`src/rtl/core/pmq_pkg.sv`:
```
// pmq_pkg: shared types, constants and helpers of the priority message queue
// depends on nothing; used by pmq_cell and priority_message_queue
`default_nettype none

package pmq_pkg;

	// store geometry
	localparam int DEPTH         = 16;
	localparam int PAYLOAD_BYTES = 8;
	localparam int OCC_W         = $clog2(DEPTH + 1);

	// fixed field widths
	localparam int DATA_W = 64;
	localparam int LEN_W  = 4;
	localparam int PRIO_W = 8;
	localparam int CAP_W  = 5;
	localparam int REG_W  = 4;
	localparam int CFG_W  = 8;

	// configuration register indexes
	localparam logic [REG_W-1:0] REG_CAPACITY_LIMIT = REG_W'(0);
	localparam logic [REG_W-1:0] REG_SIZE_LIMIT     = REG_W'(1);

	// register reset values
	localparam logic [CAP_W-1:0] CAPACITY_RESET = CAP_W'(16);
	localparam logic [LEN_W-1:0] SIZE_RESET     = LEN_W'(8);

	typedef enum logic {
		OP_SEND    = 1'b0,
		OP_RECEIVE = 1'b1
	} op_t;

	typedef enum logic {
		ST_OK    = 1'b0,
		ST_ERROR = 1'b1
	} status_t;

	typedef struct packed {
		op_t               operation;
		logic [DATA_W-1:0] payload;
		logic [LEN_W-1:0]  length;
		logic [PRIO_W-1:0] priority_req;
		logic [LEN_W-1:0]  receive_limit;
	} in_item_t;

	typedef struct packed {
		status_t           status;
		logic [DATA_W-1:0] read_data;
		logic [LEN_W-1:0]  read_length;
		logic [PRIO_W-1:0] read_priority;
	} out_item_t;

	// one stored message
	typedef struct packed {
		logic [DATA_W-1:0] data;
		logic [LEN_W-1:0]  length;
		logic [PRIO_W-1:0] prio;
	} entry_t;

	// command broadcast to every cell
	typedef struct packed {
		logic   push;
		logic   pop;
		entry_t new_entry;
	} cell_cmd_t;

	// mask of the low n bytes of a data word
	function automatic logic [DATA_W-1:0] byte_mask(input logic [LEN_W-1:0] n);
		logic [DATA_W-1:0] m;
		m = '0;
		for (int b = 0; b < DATA_W / 8; b++) begin
			if (LEN_W'(b) < n) begin
				m[8*b +: 8] = 8'hff;
			end
		end
		return m;
	endfunction

endpackage

`default_nettype wire

```
`src/rtl/core/pmq_cell.sv`:
```
// pmq_cell: one slot of the sorted message chain
// depends on pmq_pkg; a row of these is built by priority_message_queue
`default_nettype none

module pmq_cell (
	input  wire                      clk,
	input  wire pmq_pkg::cell_cmd_t  cmd,
	input  wire                      in_use,
	input  wire                      prev_keep,
	input  wire pmq_pkg::entry_t     prev_entry,
	input  wire pmq_pkg::entry_t     next_entry,
	output pmq_pkg::entry_t          entry,
	output logic                     keep
);
	import pmq_pkg::*;

	entry_t entry_q;

	// slot stays put on insert when it holds an equal or more urgent message
	assign keep  = in_use && (entry_q.prio <= cmd.new_entry.prio);
	assign entry = entry_q;

	// insert shifts toward the tail, pop shifts toward the head
	always_ff @(posedge clk) begin
		if (cmd.push) begin
			if (!keep) begin
				entry_q <= prev_keep ? cmd.new_entry : prev_entry;
			end
		end else if (cmd.pop) begin
			entry_q <= next_entry;
		end
	end

endmodule

`default_nettype wire

```
`src/rtl/core/priority_message_queue.sv`:
```
// priority_message_queue: top level of the sorted message queue
// depends on pmq_pkg and pmq_cell
`default_nettype none

// Usage
//   Command channel: drive cmd and raise start; the command transfers at a
//   rising edge where start is high and busy is low. busy stays low, so a
//   command may be issued every cycle.
//   A send inserts the message behind all entries of equal or smaller
//   priority value; a receive pops the head, cut to receive_limit.
//   Result channel: in the cycle after each transfer, done is high for one
//   cycle with result valid. The receiver cannot stall; the result must be
//   taken in that cycle.
//   Throughput is one command per cycle: every slot of the cell chain
//   compares its priority against the new one and shifts in the same cycle.
//   Configuration: cfg_valid with cfg_index and cfg_data; cfg_ready is
//   always high. Index 0 sets capacity_limit, index 1 size_limit, others
//   are ignored. Write only while no command is in flight.
//   Reset: the queue is empty, capacity_limit is 16 and size_limit is 8.
//   No clearing pass is needed; the first command may follow reset at once.

module priority_message_queue (
	input  wire                       clk,
	input  wire                       arst_n,
	input  wire                       start,
	output logic                      busy,
	input  wire pmq_pkg::in_item_t    cmd,
	output logic                      done,
	output pmq_pkg::out_item_t        result,
	input  wire                       cfg_valid,
	output logic                      cfg_ready,
	input  wire [pmq_pkg::REG_W-1:0]  cfg_index,
	input  wire [pmq_pkg::CFG_W-1:0]  cfg_data
);
	import pmq_pkg::*;

	logic [CAP_W-1:0] capacity_q;
	logic [LEN_W-1:0] size_q;
	logic [OCC_W-1:0] occupancy_q;
	logic             done_q;
	out_item_t        result_q;

	entry_t           cell_entry [DEPTH];
	logic [DEPTH-1:0] cell_keep;
	logic [DEPTH-1:0] cell_in_use;

	cell_cmd_t        cell_cmd;
	logic             accept;
	logic             len_bad;
	logic             full;
	logic             push_ok;
	logic             pop_ok;
	logic [LEN_W-1:0] rd_len;
	out_item_t        result_d;

	assign busy      = 1'b0;
	assign cfg_ready = 1'b1;
	assign accept    = start && !busy;

	// configuration registers
	always_ff @(posedge clk or negedge arst_n) begin
		if (!arst_n) begin
			capacity_q <= CAPACITY_RESET;
			size_q     <= SIZE_RESET;
		end else if (cfg_valid && cfg_ready) begin
			unique case (cfg_index)
				REG_CAPACITY_LIMIT: capacity_q <= cfg_data[CAP_W-1:0];
				REG_SIZE_LIMIT:     size_q     <= cfg_data[LEN_W-1:0];
				default: ;
			endcase
		end
	end

	// send and receive admission
	always_comb begin
		len_bad = (cmd.length == '0) || (cmd.length > size_q)
			|| (32'(cmd.length) > PAYLOAD_BYTES);
		full    = ({{(32-OCC_W){1'b0}}, occupancy_q} >= {{(32-CAP_W){1'b0}}, capacity_q})
			|| (32'(occupancy_q) >= DEPTH);
		push_ok = accept && (cmd.operation == OP_SEND) && !len_bad && !full;
		pop_ok  = accept && (cmd.operation == OP_RECEIVE) && (occupancy_q != '0);
	end

	// command to the cell chain
	always_comb begin
		cell_cmd.push           = push_ok;
		cell_cmd.pop            = pop_ok;
		cell_cmd.new_entry.data = cmd.payload & byte_mask(cmd.length);
		cell_cmd.new_entry.length = cmd.length;
		cell_cmd.new_entry.prio = cmd.priority_req;
	end

	// row of cells, head at slot zero
	for (genvar i = 0; i < DEPTH; i++) begin : g_cell
		entry_t prev_e;
		entry_t next_e;
		logic   prev_k;

		assign cell_in_use[i] = OCC_W'(i) < occupancy_q;

		if (i == 0) begin : g_head
			assign prev_e = '0;
			assign prev_k = 1'b1;
		end else begin : g_body
			assign prev_e = cell_entry[i-1];
			assign prev_k = cell_keep[i-1];
		end

		if (i == DEPTH - 1) begin : g_tail
			assign next_e = '0;
		end else begin : g_mid
			assign next_e = cell_entry[i+1];
		end

		pmq_cell u_cell (
			.clk        (clk),
			.cmd        (cell_cmd),
			.in_use     (cell_in_use[i]),
			.prev_keep  (prev_k),
			.prev_entry (prev_e),
			.next_entry (next_e),
			.entry      (cell_entry[i]),
			.keep       (cell_keep[i])
		);
	end

	// occupancy count
	always_ff @(posedge clk or negedge arst_n) begin
		if (!arst_n) begin
			occupancy_q <= '0;
		end else if (push_ok) begin
			occupancy_q <= occupancy_q + OCC_W'(1);
		end else if (pop_ok) begin
			occupancy_q <= occupancy_q - OCC_W'(1);
		end
	end

	// result of the transfer
	always_comb begin
		rd_len = (cmd.receive_limit < cell_entry[0].length)
			? cmd.receive_limit : cell_entry[0].length;
		result_d = '0;
		result_d.status = ST_ERROR;
		if (push_ok) begin
			result_d.status = ST_OK;
		end else if (pop_ok) begin
			result_d.status        = ST_OK;
			result_d.read_data     = cell_entry[0].data & byte_mask(rd_len);
			result_d.read_length   = rd_len;
			result_d.read_priority = cell_entry[0].prio;
		end
	end

	// result register and strobe
	always_ff @(posedge clk or negedge arst_n) begin
		if (!arst_n) begin
			done_q <= 1'b0;
		end else begin
			done_q <= accept;
		end
	end

	always_ff @(posedge clk) begin
		if (accept) begin
			result_q <= result_d;
		end
	end

	assign done   = done_q;
	assign result = result_q;

	// every transfer gives a result in the next cycle
	a_result_follows: assert property (@(posedge clk) disable iff (!arst_n)
		accept |=> done)
		else $error("no result after command transfer");

	// occupancy stays within the store
	a_occ_bound: assert property (@(posedge clk) disable iff (!arst_n)
		32'(occupancy_q) <= DEPTH)
		else $error("occupancy beyond depth");

	// a successful send grows the queue by one
	a_send_grows: assert property (@(posedge clk) disable iff (!arst_n)
		push_ok |=> occupancy_q == $past(occupancy_q) + OCC_W'(1))
		else $error("send did not grow queue");

	// a receive on an empty queue reports an error
	a_empty_error: assert property (@(posedge clk) disable iff (!arst_n)
		(accept && cmd.operation == OP_RECEIVE && occupancy_q == '0)
		|=> (result.status == ST_ERROR && result.read_length == '0))
		else $error("empty receive not flagged");

	// returned length never exceeds a payload
	a_len_bound: assert property (@(posedge clk) disable iff (!arst_n)
		done |-> 32'(result.read_length) <= PAYLOAD_BYTES)
		else $error("read length too large");

endmodule

`default_nettype wire

```
`config.mk`:
```
export PLATFORM = sky130hd
export DESIGN_NAME = priority_message_queue
export DESIGN_NICKNAME = d
export VERILOG_FILES = /design/src/rtl/core/pmq_pkg.sv /design/src/rtl/core/pmq_cell.sv /design/src/rtl/core/priority_message_queue.sv
export SDC_FILE = /design/constraint.sdc
export NUM_CORES = 2
export LEC_CHECK = 0
export BUFFER_PORTS_ARGS = -buffer_cell sky130_fd_sc_hd__clkbuf_2
export CORE_MARGIN = 2
export CORE_UTILIZATION = 60
export DETAILED_ROUTE_END_ITERATION = 12
export PLACE_DENSITY = 0.79
export SLEW_MARGIN = 5
export SYNTH_ARGS = -nofsm -noshare
export SYNTH_HDL_FRONTEND = slang
export SYNTH_SLANG_ARGS = --single-unit
export TNS_END_PERCENT = 10
```
`constraint.sdc`:
```
create_clock -name clk -period 14.05 [get_ports clk]
set_input_delay 1.405 -clock clk [delete_from_list [all_inputs] [get_ports clk]]
set_output_delay 1.405 -clock clk [all_outputs]
set_load 0.03 [all_outputs]
```
==> impl_metrics.py <==
metrics = {
    "floorplanning": {
        "fp.dieH_um": 336.4,
        "dieArea_um2": 113200,
        "die_w_um": 336.4,
        "rows": 121,
        "core_um2": 109200,
        "ios": 177,
        "start_util_pct": 60.74,
    },
    "critical_path": {
        "worstPathMaxFanout": 200,
        "arrival_ns": 8.10,
        "cp-start-kind": "primary input",
        "endpoint_kind": "flip-flop",
        "reg2reg_depth": 13,
        "crit_type": "in -> reg",
        "critPathRequiredTime_ns": 14.63,
    },
    "power_and_ir_drop": {
        "ir_drop_mv": 0.2221,
        "pwr-share-seq_pct": 46.9,
        "leakage_nw": 25.75,
        "finalPower_mw": 10.25,
        "p_int_mw": 7.019,
        "power.density_nw_per_um2": 142.2,
        "p_switching_mw": 3.227,
        "p_clk_share_pct": 35.1,
        "comb_power_share_pct": 18.0,
        "swShare_pct": 31.49,
    },
    "global_route": {
        "grtUsageMet2_pct": 52.11,
        "grt_pass1_wl_um": 301700,
        "grt_max_degree": 245,
        "use_met3_pct": 8.212,
        "antenna_found_initial": 6,
        "grt_overflow": 0,
        "grt_pass1_vias": 50870,
        "grt.busiest_layer": "met2",
        "grt_use_total_pct": 34.92,
        "grt_use_met1_pct": 48.15,
    },
    "sta": {
        "min_period_ns": 7.520,
        "max_slew_margin_pct": 14.52,
        "setup_tns_ns": 0,
        "slew_violations": 0,
        "period_share_pct": 53.52,
        "worst_pin_slew_ns": 1.282,
        "rsz0062_at_grt": "no",
        "max_freq_mhz": 133.0,
        "skew_ns": 0.03318,
        "finalSetupViolations": 0,
        "hold_violations": 0,
    },
    "synth": {
        "ys_seq_area_share_pct": 59.14,
        "syn_nets": 6490,
        "synth_ff_type": "edfxtp_1",
        "avgSynthCellArea_um2": 10.60,
        "synthCells": 6256,
        "ys_seq_elements": 1308,
        "synth.yosys.warnings": 0,
        "netlist_area_um2": 66300,
        "ys_async_sr_fraction_pct": 1.147,
        "synth_edf_count": 1293,
        "ys_types": 64,
    },
    "final_layout": {
        "nets": 6318,
        "syn_to_final_growth_pct": 8.661,
        "final_cell_mix": "edfxtp_1 (1293), nand2_1 (1276), o211ai_1 (819), nand3_1 (816), o21ai_0 (463)",
        "final_common_cell": "edfxtp_1",
        "utilization_pct": 66.00,
        "drive_gt1_share_pct": 9.148,
    },
    "clocking": {
        "holdBufCountCts": 0,
        "post_cts_resized": 0,
        "post_cts_buffers": 0,
        "cts_tree": "yes",
        "clk_pin_slew_ns": 0.06,
        "cts_buffer_depth": 3,
        "htreeDepth": 4,
        "cts_buffers": 140,
        "cts.sinks": 1308,
        "clk_latency_ns": 0.77,
        "cts-root-buf": "clkbuf_16",
    },
    "job": {
        "maxCapViolations": 0,
    },
    "routing": {
        "antenna_left": 0,
        "wl_per_cell_um": 26.13,
        "via_count": 53570,
        "wl_um": 200300,
        "drc": 0,
        "vias_per_cell": 6.988,
        "dr.pass1.iters": 6,
        "drtIter0Drc": 8634,
    },
    "place": {
        "gp_congestion": 0.8839,
        "post-dp-hpwl_um": 110000,
        "portBuffers": 171,
    },
    "min_path": {
        "hold_class": "reg -> reg",
        "hold_depth": 1,
    },
    "run_status": {
        "status": "completed",
    },
}
==> layer usage <==
layer / vias up / wire length, um
li1: 23180 / -
met1: 25640 / 73180
met5: - / 12
met2: 4041 / 88570
met4: 2 / 10820
met3: 711 / 27730
==> critical path, stage by stage <==
cell and delay, ns:
clkbuf_2 0.43, ha_1 0.49, and2_1 0.19, o21ai_0 0.15
a32oi_4 0.18, buf_4 0.43, or2_4 0.84, buf_4 0.92
buf_12 0.63, buf_4 0.96, buf_4 0.80, nand2_1 0.18
o211ai_1 0.17
==> per-stage QoR <==
step | setup WS, ns | cells | instance area (um2) | hold WS (ns)
after floorplan | 4.931 | 6256 | 66300 | 0.4793
after global placement | 6.151 | 7418 | 67740 | 0.4933
after detailed placement | 6.076 | 7418 | 67740 | 0.4958
after CTS | 6.874 | 7663 | 72030 | 0.5075
after global routing | 6.330 | 7666 | 72040 | 0.5138
final | 6.530 | 7666 | 72040 | 0.5051
==> cells in the mapped netlist, types with 28 or more instances <==
| library cell | instances | area share [%] |
|---|---|---|
| nor2_1 | 152 | 0.86 |
| a21oi_1 | 175 | 1.3 |
| nand3_1 | 829 | 6.3 |
| ha_1 | 137 | 2.6 |
| clkbuf_1 | 377 | 2.1 |
| and2_1 | 73 | 0.69 |
| o21ai_1 | 28 | 0.21 |
| nor2b_1 | 32 | 0.30 |
| nand4_1 | 29 | 0.27 |
| o211ai_1 | 819 | 9.3 |
| nand2_1 | 1277 | 7.2 |
| inv_1 | 40 | 0.23 |
| a22oi_1 | 65 | 0.74 |
| edfxtp_1 | 1293 | 59 |
| buf_2 | 163 | 1.2 |
| mux2i_1 | 56 | 0.85 |
| o21ai_0 | 469 | 3.5 |
| nand2_2 | 32 | 0.30 |
==> sequential cells by signal, summed over array words and instances (netlist names) <==
| register | count |
|---|---|
| capacity_q | 5 |
| size_q | 4 |
| done | 1 |
| occupancy_q | 5 |
| g_cell.u_cell.entry | 1216 |
| result | 77 |
==> worst paths after layout <==
path,start,to,slack (ns)
worst max-delay path,cmd[15],g_cell[9].u_cell.entry[45],6.53
worst min-delay path,size_q[2],size_q[2],0.51
worst max register to register,size_q[3],g_cell[9].u_cell.entry[45],7.28
worst min register to register,size_q[2],size_q[2],0.51
max in group asynchronous,arst_n,size_q[3],13.15
min in group asynchronous,arst_n,capacity_q[2],0.57
==> layout make-up <==
| class | instances | area [um2] |
|---|---|---|
| Antenna cell | 3 | 7.507 |
| Clock buffer | 180 | 3717 |
| Clock inverter | 65 | 571.8 |
| Fill cell | 8090 | 37120 |
| Inverter | 40 | 152.6 |
| Multi-Input combinational cell | 4344 | 25040 |
| Sequential cell | 1308 | 39210 |
| Tap cell | 1476 | 1847 |
| Timing Repair Buffer | 250 | 1501 |
==> power by group through the flow <==
stage | combinational (mW) | sequential (mW) | clock, mW
after floorplan | 1.07 | 4.86 | 0
after global placement | 1.70 | 4.86 | 0
after detailed placement | 1.76 | 4.87 | 0
after CTS | 1.77 | 4.80 | 3.60
after global routing | 1.91 | 4.83 | 3.74
final | 1.84 | 4.81 | 3.60
==> cells by family (layout without fill, tap and decap cells) <==
kind of cell	Yosys count	count (layout)	synth area share, %
AOI/OAI and AO/OA	1629	1629	16.09
xor gates and xnor gates	3	3	0.03964
adders and majority gates	137	137	2.586
buffers and inverters	604	535	3.807
DFF	1308	1308	59.14
muxes	61	61	0.9304
other	2	5	0.01133
and+or+nand+nor	2512	2512	17.40
(Power assumes the default switching activity.)
